<file path="config.mk">
export PLATFORM = sky130hd
export DESIGN_NAME = rgb_led_mode_fader_top_flat
export DESIGN_NICKNAME = d
export VERILOG_FILES = /design/src/rtl/core/rlmf_pkg.sv /design/src/rtl/core/rlmf_tick_if.sv /design/src/rtl/core/rlmf_result_if.sv /design/src/rtl/core/rlmf_cfg.sv /design/src/rtl/core/rlmf_target.sv /design/src/rtl/core/rlmf_fader.sv /design/src/rtl/core/rgb_led_mode_fader_top.sv /design/src/flat_wrapper.sv
export VERILOG_INCLUDE_DIRS = /design/src /design/src/rtl/core
export SDC_FILE = /design/constraint.sdc
export NUM_CORES = 1
export LEC_CHECK = 0
export BUFFER_PORTS_ARGS = -buffer_cell sky130_fd_sc_hd__buf_2
export CAP_MARGIN = 30
export CORE_AREA = 2 2 176 178
export CTS_CLUSTER_DIAMETER = 120
export CTS_CLUSTER_SIZE = 30
export DETAILED_ROUTE_END_ITERATION = 12
export DIE_AREA = 0 0 178 180
export PLACE_DENSITY = 0.67
export SYNTH_ARGS = -nofsm -noshare
export SYNTH_HDL_FRONTEND = slang
export SYNTH_HIERARCHICAL = 1
export SYNTH_SLANG_ARGS = --single-unit
</file>
<file path="constraint.sdc">
create_clock -name clk -period 12.2 [get_ports clk]
set_clock_uncertainty 0.1 [all_clocks]
set_input_delay 0.61 -clock clk [delete_from_list [all_inputs] [get_ports clk]]
set_output_delay 0.61 -clock clk [all_outputs]
set_load 0.01 [all_outputs]
</file>
<file path="src/rtl/core/rgb_led_mode_fader_top_assert.svh">
// Assertion macros for the RGB LED mode fader.
// Used inside modules that have clk and rst in scope.
`ifndef RGB_LED_MODE_FADER_TOP_ASSERT_SVH
`define RGB_LED_MODE_FADER_TOP_ASSERT_SVH

// Implication checked at every edge outside reset.
`define RLMF_ASSERT_IMPL(lbl, ante, cons, msg) \
  lbl: assert property (@(posedge clk) disable iff (rst) (ante) |-> (cons)) else $error(msg);

// A channel level never moves by more than one step per cycle.
`define RLMF_ASSERT_STEP(lbl, lv) \
  lbl: assert property (@(posedge clk) disable iff (rst) \
    !$past(rst) |-> ((lv) == $past(lv) || (lv) == $past(lv) + 8'd1 || \
    (lv) == $past(lv) - 8'd1)) else $error("channel level jumped");

`endif

</file>
<file path="src/rtl/core/rlmf_pkg.sv">
// Shared types, codes and color/band functions for the RGB LED mode fader.
// No dependencies.
package rlmf_pkg;

  typedef logic [2:0] idx_t;

  localparam idx_t REG_MODE          = 3'd0;
  localparam idx_t REG_FIXED_COLOR   = 3'd1;
  localparam idx_t REG_ENABLE        = 3'd2;
  localparam idx_t REG_CHANGE_PERIOD = 3'd3;
  localparam idx_t REG_DISABLE_DELAY = 3'd4;

  localparam logic [2:0] MODE_OFF   = 3'd0;
  localparam logic [2:0] MODE_TEMP  = 3'd1;
  localparam logic [2:0] MODE_POWER = 3'd2;
  localparam logic [2:0] MODE_AUTO  = 3'd3;
  localparam logic [2:0] MODE_FIXED = 3'd4;

  localparam logic [3:0] COLOR_OFF         = 4'd0;
  localparam logic [3:0] COLOR_WHITE       = 4'd1;
  localparam logic [3:0] COLOR_LIGHT_BLUE  = 4'd2;
  localparam logic [3:0] COLOR_BLUE        = 4'd3;
  localparam logic [3:0] COLOR_LIGHT_GREEN = 4'd4;
  localparam logic [3:0] COLOR_GREEN       = 4'd5;
  localparam logic [3:0] COLOR_YELLOW      = 4'd6;
  localparam logic [3:0] COLOR_ORANGE      = 4'd7;
  localparam logic [3:0] COLOR_RED         = 4'd8;
  localparam logic [3:0] COLOR_PINK        = 4'd9;

  localparam logic [15:0] CHANGE_PERIOD_RST = 16'd250;
  localparam logic [15:0] DISABLE_DELAY_RST = 16'd100;

  typedef struct packed {
    logic [2:0]  mode;
    logic [3:0]  fixed_color;
    logic        enable;
    logic [15:0] change_period;
    logic [15:0] disable_delay;
  } cfg_t;

  typedef struct packed {
    logic       hold;
    logic [7:0] red;
    logic [7:0] green;
    logic [7:0] blue;
  } target_t;

  // {red, green, blue}; codes above pink read as off
  function automatic logic [23:0] color_rgb(input logic [3:0] code);
    logic [23:0] rgb;
    unique case (code)
      COLOR_WHITE:       rgb = {8'd255, 8'd255, 8'd255};
      COLOR_LIGHT_BLUE:  rgb = {8'd50,  8'd50,  8'd255};
      COLOR_BLUE:        rgb = {8'd0,   8'd0,   8'd255};
      COLOR_LIGHT_GREEN: rgb = {8'd50,  8'd255, 8'd50};
      COLOR_GREEN:       rgb = {8'd0,   8'd255, 8'd0};
      COLOR_YELLOW:      rgb = {8'd255, 8'd255, 8'd0};
      COLOR_ORANGE:      rgb = {8'd255, 8'd50,  8'd0};
      COLOR_RED:         rgb = {8'd255, 8'd0,   8'd0};
      COLOR_PINK:        rgb = {8'd255, 8'd0,   8'd20};
      default:           rgb = 24'd0;
    endcase
    return rgb;
  endfunction

  function automatic logic [3:0] color_by_temp(input logic signed [11:0] t);
    logic [3:0] code;
    priority if (t <= 12'sd300) code = COLOR_LIGHT_BLUE;
    else if (t <= 12'sd320)     code = COLOR_BLUE;
    else if (t <= 12'sd340)     code = COLOR_LIGHT_GREEN;
    else if (t <= 12'sd360)     code = COLOR_GREEN;
    else if (t <= 12'sd380)     code = COLOR_YELLOW;
    else if (t <= 12'sd400)     code = COLOR_ORANGE;
    else                        code = COLOR_RED;
    return code;
  endfunction

  function automatic logic [3:0] color_by_power(input logic [6:0] p);
    logic [3:0] code;
    priority if (p <= 7'd12) code = COLOR_WHITE;
    else if (p <= 7'd25)     code = COLOR_LIGHT_BLUE;
    else if (p <= 7'd38)     code = COLOR_BLUE;
    else if (p <= 7'd51)     code = COLOR_LIGHT_GREEN;
    else if (p <= 7'd64)     code = COLOR_GREEN;
    else if (p <= 7'd77)     code = COLOR_YELLOW;
    else if (p <= 7'd90)     code = COLOR_ORANGE;
    else                     code = COLOR_RED;
    return code;
  endfunction

  function automatic logic [7:0] step_toward(input logic [7:0] now, input logic [7:0] tgt);
    logic [7:0] nxt;
    priority if (now < tgt) nxt = now + 8'd1;
    else if (now > tgt)     nxt = now - 8'd1;
    else                    nxt = now;
    return nxt;
  endfunction

  // 100*level/255 truncated: x/255 == (x + (x >> 8) + 1) >> 8 for x below 2^16 - 1
  function automatic logic [6:0] duty_of(input logic [7:0] lv);
    logic [14:0] prod;
    logic [14:0] sum;
    prod = {7'd0, lv} * 15'd100;
    sum  = prod + (prod >> 8) + 15'd1;
    return sum[14:8];
  endfunction

endpackage

</file>
<file path="src/rtl/core/rlmf_tick_if.sv">
// Input channel: one tick item with temperature and heater power.
// No dependencies.
interface rlmf_tick_if;
  logic               valid;
  logic               ready;
  logic signed [11:0] temperature;
  logic [6:0]         power_percent;

  modport source (output valid, temperature, power_percent, input ready);
  modport sink   (input valid, temperature, power_percent, output ready);
endinterface

</file>
<file path="src/rtl/core/rlmf_result_if.sv">
// Result channel: faded channel levels, PWM duties and the shown color.
// No dependencies.
interface rlmf_result_if;
  logic       valid;
  logic       ready;
  logic [7:0] red_level;
  logic [7:0] green_level;
  logic [7:0] blue_level;
  logic [6:0] red_duty;
  logic [6:0] green_duty;
  logic [6:0] blue_duty;
  logic [3:0] shown_color;

  modport source (output valid, red_level, green_level, blue_level, red_duty, green_duty,
                  blue_duty, shown_color, input ready);
  modport sink   (input valid, red_level, green_level, blue_level, red_duty, green_duty,
                  blue_duty, shown_color, output ready);
endinterface

</file>
<file path="src/rtl/core/rlmf_cfg.sv">
// Configuration register file for the RGB LED mode fader.
// Depends on rlmf_pkg.
module rlmf_cfg (
  input  logic               clk,
  input  logic               rst,
  input  logic               cfg_we,
  input  rlmf_pkg::idx_t     cfg_index,
  input  logic [15:0]        cfg_data,
  output rlmf_pkg::cfg_t     cfg,
  output logic               cd_load
);
  import rlmf_pkg::*;

  // every enable write with bit 0 clear reloads the off countdown
  assign cd_load = cfg_we && (cfg_index == REG_ENABLE) && !cfg_data[0];

  always_ff @(posedge clk) begin
    if (rst) begin
      cfg.mode          <= MODE_OFF;
      cfg.fixed_color   <= COLOR_OFF;
      cfg.enable        <= 1'b1;
      cfg.change_period <= CHANGE_PERIOD_RST;
      cfg.disable_delay <= DISABLE_DELAY_RST;
    end else if (cfg_we) begin
      unique case (cfg_index)
        REG_MODE:          cfg.mode          <= cfg_data[2:0];
        REG_FIXED_COLOR:   cfg.fixed_color   <= cfg_data[3:0];
        REG_ENABLE:        cfg.enable        <= cfg_data[0];
        REG_CHANGE_PERIOD: cfg.change_period <= cfg_data;
        REG_DISABLE_DELAY: cfg.disable_delay <= cfg_data;
        default: ;
      endcase
    end
  end
endmodule

</file>
<file path="src/rtl/core/rlmf_target.sv">
// Target color selection: mode decode, auto cycle, off countdown, last color.
// Depends on rlmf_pkg.
module rlmf_target (
  input  logic               clk,
  input  logic               rst,
  input  logic               tick,
  input  rlmf_pkg::cfg_t     cfg,
  input  logic               cd_load,
  input  logic signed [11:0] temperature,
  input  logic [6:0]         power_percent,
  output rlmf_pkg::target_t  tgt,
  output logic [3:0]         shown_next
);
  import rlmf_pkg::*;

  logic [3:0]  cycle_color, cycle_color_next;
  logic [15:0] cycle_ticks, cycle_ticks_next;
  logic [15:0] off_countdown, cd_dec;
  logic [3:0]  last_color;
  logic [15:0] ticks_inc;
  logic [3:0]  code;
  logic [23:0] rgb;
  logic        hold;

  assign cd_dec    = (off_countdown != 16'd0) ? off_countdown - 16'd1 : off_countdown;
  assign ticks_inc = cycle_ticks + 16'd1;

  always_comb begin
    cycle_color_next = cycle_color;
    cycle_ticks_next = cycle_ticks;
    hold             = 1'b0;
    code             = COLOR_OFF;
    if (!cfg.enable) begin
      hold = (cd_dec != 16'd0);
    end else begin
      unique case (cfg.mode)
        MODE_OFF:   code = COLOR_OFF;
        MODE_TEMP:  code = color_by_temp(temperature);
        MODE_POWER: code = color_by_power(power_percent);
        MODE_AUTO: begin
          cycle_ticks_next = ticks_inc;
          if (ticks_inc > cfg.change_period) begin
            cycle_ticks_next = 16'd0;
            cycle_color_next = (cycle_color >= COLOR_PINK) ? COLOR_WHITE
                                                           : cycle_color + 4'd1;
          end
          code = cycle_color_next;
        end
        MODE_FIXED: code = (cfg.fixed_color > COLOR_PINK) ? COLOR_OFF : cfg.fixed_color;
        default:    hold = 1'b1;
      endcase
    end
  end

  assign rgb        = color_rgb(code);
  assign tgt.hold   = hold;
  assign tgt.red    = rgb[23:16];
  assign tgt.green  = rgb[15:8];
  assign tgt.blue   = rgb[7:0];
  assign shown_next = hold ? last_color : code;

  always_ff @(posedge clk) begin
    if (rst) begin
      cycle_color   <= COLOR_WHITE;
      cycle_ticks   <= 16'd0;
      off_countdown <= 16'd0;
      last_color    <= COLOR_OFF;
    end else begin
      if (cd_load) begin
        off_countdown <= cfg.disable_delay;
      end else if (tick && !cfg.enable) begin
        off_countdown <= cd_dec;
      end
      if (tick) begin
        cycle_color <= cycle_color_next;
        cycle_ticks <= cycle_ticks_next;
        last_color  <= shown_next;
      end
    end
  end
endmodule

</file>
<file path="src/rtl/core/rlmf_fader.sv">
// One color channel: level register stepping toward its target, and PWM duty.
// Depends on rlmf_pkg.
module rlmf_fader (
  input  logic       clk,
  input  logic       rst,
  input  logic       tick,
  input  logic       hold,
  input  logic [7:0] target,
  output logic [7:0] level,
  output logic [7:0] level_next,
  output logic [6:0] duty_next
);
  import rlmf_pkg::*;

  assign level_next = hold ? level : step_toward(level, target);
  assign duty_next  = duty_of(level_next);

  always_ff @(posedge clk) begin
    if (rst) begin
      level <= 8'd0;
    end else if (tick) begin
      level <= level_next;
    end
  end
endmodule

</file>
<file path="src/rtl/core/rgb_led_mode_fader_top.sv">
// RGB LED mode fader: one result item for every tick item.
// tick_in (sink) carries a signed temperature in tenths of a degree and a
// power percentage. result_out (source) returns the three faded channel
// levels, their PWM duties (100*level/255) and the shown color code.
// The cfg port writes mode, fixed_color, enable, change_period and
// disable_delay at index 0..4 on any edge with cfg_we high; other indexes
// are dropped. Write it only while no item is in flight.
// An accepted item waits in the input register; once the result register is
// empty or being emptied, its color, fade step and duties settle into the
// result register, which offers them on result_out until they are taken.
// One item per cycle is sustained while result_out stays ready: the input
// register and the result register each move on as soon as the stage after
// them is empty or being emptied.
// When result_out stalls, the result holds, the input register fills and
// then tick_in.ready drops.
// rst (synchronous) clears the levels to off, restarts the auto cycle at
// white and loads the register reset values.
// Depends on rlmf_pkg, rlmf_tick_if, rlmf_result_if, rlmf_cfg, rlmf_target,
// rlmf_fader and rgb_led_mode_fader_top_assert.svh.
module rgb_led_mode_fader_top (
  input  logic           clk,
  input  logic           rst,
  rlmf_tick_if.sink      tick_in,
  rlmf_result_if.source  result_out,
  input  logic           cfg_we,
  input  rlmf_pkg::idx_t cfg_index,
  input  logic [15:0]    cfg_data
);
  import rlmf_pkg::*;

  cfg_t               cfg;
  logic               cd_load;
  target_t            tgt;
  logic [3:0]         shown_next;

  logic               s1_valid;
  logic signed [11:0] s1_temp;
  logic [6:0]         s1_power;
  logic               tick;

  logic [7:0]         red_lvl, green_lvl, blue_lvl;
  logic [7:0]         red_nx, green_nx, blue_nx;
  logic [6:0]         red_dnx, green_dnx, blue_dnx;

  // advance the input register when the result register frees up
  assign tick          = s1_valid && (!result_out.valid || result_out.ready);
  assign tick_in.ready = !s1_valid || tick;

  always_ff @(posedge clk) begin
    if (rst) begin
      s1_valid <= 1'b0;
    end else if (tick_in.ready) begin
      s1_valid <= tick_in.valid;
    end
  end

  always_ff @(posedge clk) begin
    if (tick_in.valid && tick_in.ready) begin
      s1_temp  <= tick_in.temperature;
      s1_power <= tick_in.power_percent;
    end
  end

  rlmf_cfg u_cfg (
    .clk       (clk),
    .rst       (rst),
    .cfg_we    (cfg_we),
    .cfg_index (cfg_index),
    .cfg_data  (cfg_data),
    .cfg       (cfg),
    .cd_load   (cd_load)
  );

  rlmf_target u_target (
    .clk           (clk),
    .rst           (rst),
    .tick          (tick),
    .cfg           (cfg),
    .cd_load       (cd_load),
    .temperature   (s1_temp),
    .power_percent (s1_power),
    .tgt           (tgt),
    .shown_next    (shown_next)
  );

  rlmf_fader u_red (
    .clk (clk), .rst (rst), .tick (tick), .hold (tgt.hold), .target (tgt.red),
    .level (red_lvl), .level_next (red_nx), .duty_next (red_dnx)
  );

  rlmf_fader u_green (
    .clk (clk), .rst (rst), .tick (tick), .hold (tgt.hold), .target (tgt.green),
    .level (green_lvl), .level_next (green_nx), .duty_next (green_dnx)
  );

  rlmf_fader u_blue (
    .clk (clk), .rst (rst), .tick (tick), .hold (tgt.hold), .target (tgt.blue),
    .level (blue_lvl), .level_next (blue_nx), .duty_next (blue_dnx)
  );

  always_ff @(posedge clk) begin
    if (rst) begin
      result_out.valid <= 1'b0;
    end else if (tick) begin
      result_out.valid <= 1'b1;
    end else if (result_out.ready) begin
      result_out.valid <= 1'b0;
    end
  end

  always_ff @(posedge clk) begin
    if (tick) begin
      result_out.red_level   <= red_nx;
      result_out.green_level <= green_nx;
      result_out.blue_level  <= blue_nx;
      result_out.red_duty    <= red_dnx;
      result_out.green_duty  <= green_dnx;
      result_out.blue_duty   <= blue_dnx;
      result_out.shown_color <= shown_next;
    end
  end

  `include "rgb_led_mode_fader_top_assert.svh"

  `RLMF_ASSERT_STEP(a_red_step, red_lvl)
  `RLMF_ASSERT_STEP(a_green_step, green_lvl)
  `RLMF_ASSERT_STEP(a_blue_step, blue_lvl)
  `RLMF_ASSERT_IMPL(a_level_matches_result, result_out.valid, result_out.red_level == red_lvl && result_out.blue_level == blue_lvl, "result register out of step with level")
  `RLMF_ASSERT_IMPL(a_shown_color_range, result_out.valid, result_out.shown_color <= COLOR_PINK && result_out.red_duty <= 7'd100, "result out of range")

endmodule

</file>
<file path="src/flat_wrapper.sv">
// flat-port wrapper written by rule: the top's interface ports become plain ports
module rgb_led_mode_fader_top_flat import rlmf_pkg::*;
  (clk, rst, cfg_we, cfg_index, cfg_data, tick_in_valid, tick_in_temperature, tick_in_power_percent, tick_in_ready, result_out_valid, result_out_red_level, result_out_green_level, result_out_blue_level, result_out_red_duty, result_out_green_duty, result_out_blue_duty, result_out_shown_color, result_out_ready);
  rlmf_tick_if tick_in_i ();
  rlmf_result_if result_out_i ();
  input  logic clk;
  input  logic rst;
  input  logic cfg_we;
  input  rlmf_pkg::idx_t cfg_index;
  input  logic [15:0] cfg_data;
  input wire logic [$bits(tick_in_i.valid)-1:0] tick_in_valid;
  input wire logic [$bits(tick_in_i.temperature)-1:0] tick_in_temperature;
  input wire logic [$bits(tick_in_i.power_percent)-1:0] tick_in_power_percent;
  output wire logic [$bits(tick_in_i.ready)-1:0] tick_in_ready;
  output wire logic [$bits(result_out_i.valid)-1:0] result_out_valid;
  output wire logic [$bits(result_out_i.red_level)-1:0] result_out_red_level;
  output wire logic [$bits(result_out_i.green_level)-1:0] result_out_green_level;
  output wire logic [$bits(result_out_i.blue_level)-1:0] result_out_blue_level;
  output wire logic [$bits(result_out_i.red_duty)-1:0] result_out_red_duty;
  output wire logic [$bits(result_out_i.green_duty)-1:0] result_out_green_duty;
  output wire logic [$bits(result_out_i.blue_duty)-1:0] result_out_blue_duty;
  output wire logic [$bits(result_out_i.shown_color)-1:0] result_out_shown_color;
  input wire logic [$bits(result_out_i.ready)-1:0] result_out_ready;
  assign tick_in_i.valid = tick_in_valid;
  assign tick_in_i.temperature = tick_in_temperature;
  assign tick_in_i.power_percent = tick_in_power_percent;
  assign tick_in_ready = tick_in_i.ready;
  assign result_out_valid = result_out_i.valid;
  assign result_out_red_level = result_out_i.red_level;
  assign result_out_green_level = result_out_i.green_level;
  assign result_out_blue_level = result_out_i.blue_level;
  assign result_out_red_duty = result_out_i.red_duty;
  assign result_out_green_duty = result_out_i.green_duty;
  assign result_out_blue_duty = result_out_i.blue_duty;
  assign result_out_shown_color = result_out_i.shown_color;
  assign result_out_i.ready = result_out_ready;
  rgb_led_mode_fader_top u_core (.clk(clk), .rst(rst), .tick_in(tick_in_i), .result_out(result_out_i), .cfg_we(cfg_we), .cfg_index(cfg_index), .cfg_data(cfg_data));
endmodule
</file>
==> results of run 1 <==
-- critical path, delay by kind of cell, from the launching register on --
kind,cells,cell delay (ns)
AO/OA/AOI/OAI,13,3.08
AND/OR/NAND/NOR,14,3.20
buffers and inverters,3,0.18
XOR/XNOR,4,0.96
flip-flops,1,0.42
adder cells (fa/ha/maj),10,3.18
-- registers in the layout (all words and copies together) (netlist names), 7 cells and up --
name and flops:
u_core/result_out.red_duty 7, u_core/u_target/off_countdown 16, u_core/u_red/level 8, u_core/result_out.blue_duty 7, u_core/u_cfg/cfg 40, u_core/s1_power 7, u_core/u_blue/level 8, u_core/result_out.green_level 8
u_core/u_green/level 8, u_core/result_out.green_duty 7, u_core/result_out.red_level 8, u_core/result_out.blue_level 8, u_core/s1_temp 12, u_core/u_target/cycle_ticks 16
-- synth_stat cells, drive strengths merged (28+ instances only) --
library cell	count
ha	155
nor2	127
dfxtp	106
inv	98
a21oi	81
nand2	76
edfxtp	68
nand2b	62
mux2i	57
xor2	55
xnor2	46
o21ai	43
nand3	32
buf	28
-- area by class of cell --
cell class / instances / area share [%]
clock buffer: 17 / 2.887
inverter: 98 / 2.497
multi-input combinational: 1109 / 58.47
clock inverter: 15 / 0.9935
timing repair buffer: 99 / 3.533
tap: 396 / 3.363
sequential: 174 / 28.26
-- repair_timing --
| item | in CTS | in global routing |
|---|---|---|
| endpoints found under the setup margin | 0 | 21 |
| resized for setup | 0 | 15 |
| buffers inserted | 0 | 1 |
-- cells by family after synthesis --
family                     synth area share [%]
DFF                                       31.19
adders and majority gates                 16.12
muxes                                     5.707
AOI/OAI and AO/OA                         15.15
and+or+nand+nor                           20.14
buffers and inverters                     4.957
xor gates and xnor gates                  6.738
-- how the worst max path moves through the flow --
stage,cells past startpoint,end,from,slack [ns]
final,44,u_core/result_out.blue_duty[5]$_DFFE_PP_,u_core/u_target/cycle_ticks[0]$_SDFFE_PP0P_,0.79
after CTS,44,u_core/result_out.red_duty[6]$_DFFE_PP_,u_core/u_target/cycle_ticks[0]$_SDFFE_PP0P_,0.48
after global placement,44,u_core/result_out.red_duty[6]$_DFFE_PP_,u_core/u_target/cycle_ticks[0]$_SDFFE_PP0P_,0.85
after global routing,45,u_core/result_out.red_duty[6]$_DFFE_PP_,u_core/u_target/cycle_ticks[0]$_SDFFE_PP0P_,-0.01
after detailed placement,44,u_core/result_out.red_duty[6]$_DFFE_PP_,u_core/u_target/cycle_ticks[0]$_SDFFE_PP0P_,0.50
after floorplan,46,u_core/result_out.red_duty[6]$_DFFE_PP_,u_core/u_target/cycle_ticks[0]$_SDFFE_PP0P_,1.69
-- per-stage QoR --
stage	cells	hold WS, ns	setup slack (ns)	utilization (%)
3_3_place_gp	1874	0.3534	0.8539	46.56
2_1_floorplan	1435	0.3404	1.686	-
5_1_grt	1908	0.2146	-0.01107	48.81
3_5_place_dp	1875	0.3663	0.4983	46.61
4_1_cts	1907	0.2106	0.4776	48.50
6_report	1908	0.2337	0.7892	48.81
-- layer usage --
| layer | vias up | track usage [%] | wire length (um) | part of all wire [%] |
|---|---|---|---|---|
| met4 | 0 | 6.197 | 581 | 2.0 |
| met5 | - | 0 | 0 | 0 |
| met1 | 5012 | 24.72 | 14060 | 48 |
| li1 | 5291 | - | - | - |
| met2 | 189 | 31.22 | 13690 | 47 |
| met3 | 37 | 2.728 | 924 | 3.2 |
==> results.yml, run 1 <==
status:
  status: "completed"
die:
  dieArea_um2: 32040
  start_util_pct: 44.23
  core-area_um2: 30190
  die-height_um: 180
  die_w_um: 178
  ios: 94
  num_rows: 64
logic_synthesis:
  synth-async-reset-ratio_pct: 0
  synth-main-ff-cell: "dfxtp_1"
  synthesis.area_um2: 13350
  synth_top_area_cell: "dfxtp_1"
  avgSynthCellArea_um2: 9.304
  synthTopCellsByArea: "dfxtp_1 (16%), edfxtp_1 (15%), ha_1 (15%)"
  ys_types: 99
  ys_ff_latch: 174
  synth-edff-count: 68
  yosysSeqAreaShare_pct: 31.19
  synth_top_area_share_pct: 15.89
  yosysWarnings: 6
  syn-instance-count: 1435
  syn_nets: 1642
critical_path:
  cpMaxStageDelayCell: "or4_1"
  slowest_delay_ns: 0.63
  cp.required_ns: 12.29
  criticalPathCategory: "reg2reg"
  r2r_end: "u_core/result_out.blue_duty[5]$_DFFE_PP_"
  r2r_cells: 44
  worstPathArrival_ns: 11.50
  path_max_fanout: 8
  end_kind: "register"
  reg2reg_slack_ns: 0.79
  critPathLaunchType: "register"
  r2r_start: "u_core/u_target/cycle_ticks[0]$_SDFFE_PP0P_"
  critical_path.most_common_cell: "ha_1"
worst_hold_path:
  min_delay_path_depth: 1
  holdPathEnd: "u_core/s1_power[4]$_DFFE_PP_"
  min_path_type: "in2reg"
  min-delay-start: "tick_in_power_percent[4]"
final_layout:
  fin_area_um2: 14730
  fillers: 2825
  multi_input_area_um2: 8615
  final_nets: 1706
  layout.area.seq_um2: 4164
  drive_gt1_share_pct: 14.42
  layout_common_cells: "ha_1 (155), nor2_1 (126), dfxtp_1 (106), inv_1 (97), buf_2 (92)"
  final_common_cell: "ha_1"
  n_antenna_cell: 0
  area_growth_pct: 10.35
flow_run:
  maxCapViolCount: 0
route:
  drc_errors: 0
  wl_per_cell_um: 15.33
  vias_per_cell: 5.518
  drtIter0Drc: 591
  vias: 10529
  dr.pass1.iters: 5
  drtAntennaViolNets: 0
  wl_um: 29250
global_routing:
  grt_overflow: 0
  grt_pass1_wl_um: 49450
  grt_usage_pct: 18.72
  grt_pass1_vias: 10346
  antenna_found_initial: 1
  grt_start_max_net_pins: 99
timing:
  hold_viol: 0
  finalCriticalPeriod_ns: 11.41
  relSlewSlack_pct: 41.59
  finalSetupViolations: 0
  fmax_mhz: 87.64
  worst_slew_pin_slew_ns: 0.8761
  final_max_slew_viol_count: 0
  post-route-period-util_pct: 93.53
  fin_setup_tns_ns: 0
clocking:
  cts_buffer_depth: 2
  clk_latency_ns: 0.45
  cts.sinks: 174
  numCtsBuffers: 17
  clkSlewWorstSetupHoldPaths_ns: 0.07
  ctsHoldBuffers: 0
  cts.htree.levels: 4
  cts_tree: "built"
  cts_root_buf: "clkbuf_16"
placed_design:
  io_buffers: 93
  hpwl_um: 21600
  placed_area_um2: 14070
  place_congestion: 0.9037
Power of run 1 is left out: the tool's default activity adds up to more than one toggle a clock period on the data nets, which glitch-free logic cannot reach.
==> run 2, diff against run 1 <==
Settings changed: CORE_AREA 2 2 176 178 to 2 2 150 152, DIE_AREA 0 0 178 180 to 0 0 152 154, PLACE_DENSITY 0.67 to 0.86.
==> run 2 against run 1 <==
- sequential cell count did not move
- first-iteration DRC count rose by 25%
- sequential share of layout area rose by 0.24 points
- critical path depth did not move
- highest routed layer unchanged
- worst hold slack improved by 0.0078 ns
- final cell count fell by 6.0%
- die area fell by 27%
- fmax fell by 0.49%
- non-clock buffer count rose by 2
- via count rose by 2.5%
- wire length barely moved
==> results.yml, run 2 (same netlist as run 1, synthesis figures left out) <==
status:
  status: "completed"
final_layout:
  post-route-util_pct: 67.36
  final_common_cell: "ha_1"
  drive_gt1_share_pct: 14.27
  layout_common_cells: "ha_1 (155), nor2_1 (126), dfxtp_1 (106), inv_1 (97), buf_2 (92)"
  n_antenna_cell: 0
  top_regs: "u_core/u_cfg/cfg x40, u_core/u_target/cycle_ticks x16, u_core/u_target/off_countdown x16"
  top_register: "u_core/u_cfg/cfg"
  area_growth_pct: 9.418
  fin_area_um2: 14610
  final_nets: 1708
  largest_reg_flops: 40
die:
  die_w_um: 152
  dieArea_um2: 23410
  ios: 94
  num_rows: 54
  start_util_pct: 61.56
  die-height_um: 154
  core-area_um2: 21690
placed_design:
  hpwl_um: 21240
  io_buffers: 93
  place_congestion: 0.9147
  placed_area_um2: 13920
clocking:
  cts.sinks: 174
  numCtsBuffers: 17
  cts_tree: "built"
  clk_latency_ns: 0.44
  cts_buffer_depth: 2
  clkSlewWorstSetupHoldPaths_ns: 0.07
  cts_root_buf: "clkbuf_16"
  cts.htree.levels: 4
global_routing:
  grt_start_max_net_pins: 109
  grt_overflow: 0
  grt_pass1_wl_um: 48910
  grt_pass1_vias: 10484
  antenna_found_initial: 0
  grt_usage_pct: 24.70
worst_hold_path:
  min_path_type: "in2reg"
route:
  vias: 10789
  drtIter0Drc: 740
  wl_um: 29260
  met2_length_um: 14640
  wl_met3_um: 1288
  drc_errors: 0
  top_layer_used: "met4"
  dr.pass1.iters: 6
  vias_per_cell: 6.014
  met1Wirelength_um: 12700
  wl_per_cell_um: 16.31
  drtAntennaViolNets: 0
critical_path:
  worstPathArrival_ns: 11.54
  path_max_fanout: 8
  critPathLaunchType: "register"
  cpMaxStageDelayCell: "or4_1"
  slowest_delay_ns: 0.64
  criticalPathCategory: "reg2reg"
  critical_path.most_common_cell: "ha_1"
  cp.required_ns: 12.27
  end_kind: "register"
timing:
  finalSetupViolations: 0
  final_max_slew_viol_count: 0
  fin_setup_tns_ns: 0
  relSlewSlack_pct: 35.04
  post-route-period-util_pct: 93.99
  finalCriticalPeriod_ns: 11.47
  fmax_mhz: 87.21
  hold_viol: 0
  holdWs_ns: 0.2415
  worst_slew_pin_slew_ns: 0.9744
flow_run:
  maxCapViolCount: 0
## run 2: what timing repair did
action,4_1_cts,5_1_grt
buffers inserted,0,3
hold buffers,0,0
endpoints found under the setup margin,0,21
gates resized for setup,0,11
## run 2: final timing paths
| path | startpoint | end | cells past startpoint | slack [ns] |
|---|---|---|---|---|
| worst max register to register | u_core/u_target/cycle_ticks[0]$_SDFFE_PP0P_ | u_core/result_out.blue_duty[6]$_DFFE_PP_ | 44 | 0.73 |
| worst max-delay path | u_core/u_target/cycle_ticks[0]$_SDFFE_PP0P_ | u_core/result_out.blue_duty[6]$_DFFE_PP_ | 44 | 0.73 |
| worst min register to register | u_core/u_target/cycle_ticks[4]$_SDFFE_PP0P_ | u_core/u_target/cycle_ticks[4]$_SDFFE_PP0P_ | 2 | 0.36 |
| worst min-delay path | tick_in_power_percent[4] | u_core/s1_power[4]$_DFFE_PP_ | 1 | 0.24 |
## run 2: area by class of cell
class	instances	area [um2]
Clock inverter	11	116.4
Fill cell	1652	7079
Tap cell	280	350.3
Sequential cell	174	4164
Inverter	98	367.9
Timing Repair Buffer	101	535.5
Multi-Input combinational cell	1109	8582
Clock buffer	21	493.0
## run 2: through the flow
step           instances  setup slack, ns
3_5_place_dp        1759           0.5413
4_1_cts             1791           0.5097
3_3_place_gp        1758           0.9679
6_report            1794           0.7334
2_1_floorplan       1435            1.686
5_1_grt             1794         -0.08196
## run 2: critical path, delay by kind of cell (launching register included)
kind | cells | cell delay (ns)
AND/OR/NAND/NOR | 14 | 3.69
adder cells (fa/ha/maj) | 10 | 3.08
AO/OA/AOI/OAI | 13 | 2.92
XOR/XNOR | 4 | 0.79
flip-flops | 1 | 0.41
buffers and inverters | 3 | 0.18
## run 2: layer usage
layer  global-route usage, %  up-vias
met5                       0        -
met4                   7.922        0
met3                   4.115       54
met2                   44.36      298
met1                   30.25     5143
li1                        -     5294
Power of run 2 is left out for the same reason.
==> run 3, diff against run 2 <==
Settings changed: ABC_AREA set to 1, CORE_AREA 2 2 150 152 to 2 2 153 155, DIE_AREA 0 0 152 154 to 0 0 155 157, PLACE_DENSITY 0.86 to 0.87, SLEW_MARGIN set to 30.
==> run 3 against run 2 <==
- non-clock buffer count fell by 2
- largest cell class unchanged
- critical path depth is 10 higher
- final cell count increased by 34%
- highest routed layer unchanged
- die area grew 4.0%
- clock-buffer cell count shrank 3
- register-to-register slack improved by 2.1 ns
- final area grew 4.9%
- via count up 21%
- setup slack improved by 2.1 ns
- synthesized area up 5.6%
- sequential cell count did not move
==> results.yml, run 3 <==
timing:
  finalSetupViolations: 0
  hold_viol: 0
  finalCriticalPeriod_ns: 9.324
  fin_setup_tns_ns: 0
  fmax_mhz: 107.2
  final_max_slew_viol_count: 0
  post-route-period-util_pct: 76.43
  worst_slew_pin_slew_ns: 0.8171
  rsz0062_at_grt: "false"
  relSlewSlack_pct: 45.37
placed_design:
  hpwl_um: 23730
  placed_area_um2: 14680
  io_buffers: 93
  place_congestion: 0.9550
logic_synthesis:
  synth_top_area_cell: "dfxtp_1"
  yosysWarnings: 6
  synth-async-reset-ratio_pct: 0
  synth-main-ff-cell: "dfxtp_1"
  syn_nets: 2238
  synth-edff-count: 68
  ys_ff_latch: 174
  syn-instance-count: 2031
  synthesis.area_um2: 14100
  avgSynthCellArea_um2: 6.945
  synthTopCellsByArea: "dfxtp_1 (15%), nand2_1 (15%), edfxtp_1 (14%)"
  synth_top_area_share_pct: 15.04
  ys_types: 50
  yosys-top-cells-count: "nand2_1 (560), inv_1 (330), nand3_1 (200), nor2_1 (179), ha_1 (155)"
  synth_most_common_cell: "nand2_1"
  yosysSeqAreaShare_pct: 29.52
route:
  drtAntennaViolNets: 0
  wl_per_cell_um: 13.04
  vias: 13063
  dr.pass1.iters: 6
  drc_errors: 0
  vias_per_cell: 5.450
  wl_um: 31260
  drtIter0Drc: 1166
critical_path:
  path_max_fanout: 12
  cp.required_ns: 12.30
  criticalPathCategory: "reg2reg"
  critical_path.most_common_cell: "nand2_1"
  cpMaxStageDelayCell: "fa_1"
  end_kind: "register"
  critPathLaunchType: "register"
  slowest_delay_ns: 0.50
  worstPathArrival_ns: 9.42
final_layout:
  fin_area_um2: 15320
  largest_reg_flops: 40
  final_nets: 2306
  n_antenna_cell: 0
  top_regs: "u_core/u_cfg/cfg x40, u_core/u_target/cycle_ticks x16, u_core/u_target/off_countdown x16"
  area_growth_pct: 8.604
  top_register: "u_core/u_cfg/cfg"
  final_common_cell: "nand2_1"
  drive_gt1_share_pct: 10.70
  layout_common_cells: "nand2_1 (560), inv_1 (330), nand3_1 (200), nor2_1 (177), ha_1 (155)"
clocking:
  cts.sinks: 174
  cts_tree: "built"
  ctsHoldBuffers: 0
  post_cts_buffers: 0
  cts.htree.levels: 4
  cts_buffer_depth: 2
  clkSlewWorstSetupHoldPaths_ns: 0.07
  clk_latency_ns: 0.44
  cts_root_buf: "clkbuf_16"
  numCtsBuffers: 17
  cts-resized-gates: 0
die:
  start_util_pct: 62.68
  die_w_um: 155
  dieArea_um2: 24340
  num_rows: 55
  ios: 94
  core-area_um2: 22500
  die-height_um: 157
status:
  status: "completed"
global_routing:
  grt_usage_pct: 26.52
  grt_pass1_wl_um: 54390
  grt_overflow: 0
  antenna_found_initial: 0
  grt_start_max_net_pins: 59
  grt_pass1_vias: 12275
worst_hold_path:
  min_path_type: "in2reg"
flow_run:
  maxCapViolCount: 0
run 3: cell count changes after synthesis, moves of 20 or more:
cell      before  now
xnor2_1       46   12
nor2_1       127  179
inv_1         97  330
nand3_1       32  200
o21ai_0       38   61
nand2_1       76  560
nor2b_1       27    0
nand4_1       21   41
nand2b_1      62    0
mux2i_1       57    0
xor2_1        53   14
run 3: cell families (layout without fill, tap and decap cells):
logic type | after synthesis | count (layout) | share of synthesized area (%)
xor gates and xnor gates | 26 | 26 | 1.614
buffers and inverters | 386 | 467 | 11.14
adders and majority gates | 164 | 164 | 15.03
DFF | 174 | 174 | 29.52
AOI/OAI and AO/OA | 186 | 186 | 7.505
and+or+nand+nor | 1095 | 1095 | 35.19
run 3: final timing paths:
path | from | to | slack [ns] | depth (start not counted)
max | u_core/u_target/cycle_ticks[0]$_SDFFE_PP0P_ | u_core/result_out.green_duty[0]$_DFFE_PP_ | 2.88 | 54
min | tick_in_temperature[9] | u_core/s1_temp[9]$_DFFE_PP_ | 0.24 | 1
max reg2reg | u_core/u_target/cycle_ticks[0]$_SDFFE_PP0P_ | u_core/result_out.green_duty[0]$_DFFE_PP_ | 2.88 | 54
min reg2reg | u_core/u_cfg/cfg[19]$_SDFFE_PP1P_ | u_core/u_cfg/cfg[19]$_SDFFE_PP1P_ | 0.38 | 2
run 3: metal layers:
layer	wire length (um)	share of wire (%)	GRT usage, %
met1	13950	45	33.99
met2	15030	48	46.50
met3	1722	5.5	3.414
met4	558	1.8	8.598
met5	0	0	0
run 3: layout make-up:
| class | instances | area (um2) |
|---|---|---|
| clock buffer | 18 | 450.4 |
| clock inverter | 14 | 182.7 |
| fill | 1820 | 7184 |
| inverter | 336 | 1261 |
| multi-input combinational | 1471 | 8386 |
| sequential | 174 | 4164 |
| tap | 285 | 356.6 |
| timing repair buffer | 99 | 518.0 |
run 3: per-stage QoR:
stage | setup WS [ns] | utilization (%) | hold slack (ns) | instances
after floorplan | 3.903 | - | 0.3289 | 2031
after CTS | 2.953 | 68.05 | 0.2318 | 2397
after detailed placement | 3.010 | 65.24 | 0.3518 | 2365
after global routing | 1.854 | 68.07 | 0.2326 | 2397
after global placement | 3.317 | 65.17 | 0.3486 | 2364
final | 2.876 | 68.07 | 0.2450 | 2397
run 3: worst max-delay path: cells and delay by family, from the launching register on:
family          cells  cell delay, ns
compound gates      6            1.11
fa+ha+maj           9            3.00
flops               1            0.40
xor+xnor            1            0.22
buf+inv             6            0.40
simple gates       32            3.81
Power of run 3 is left out for the same reason.
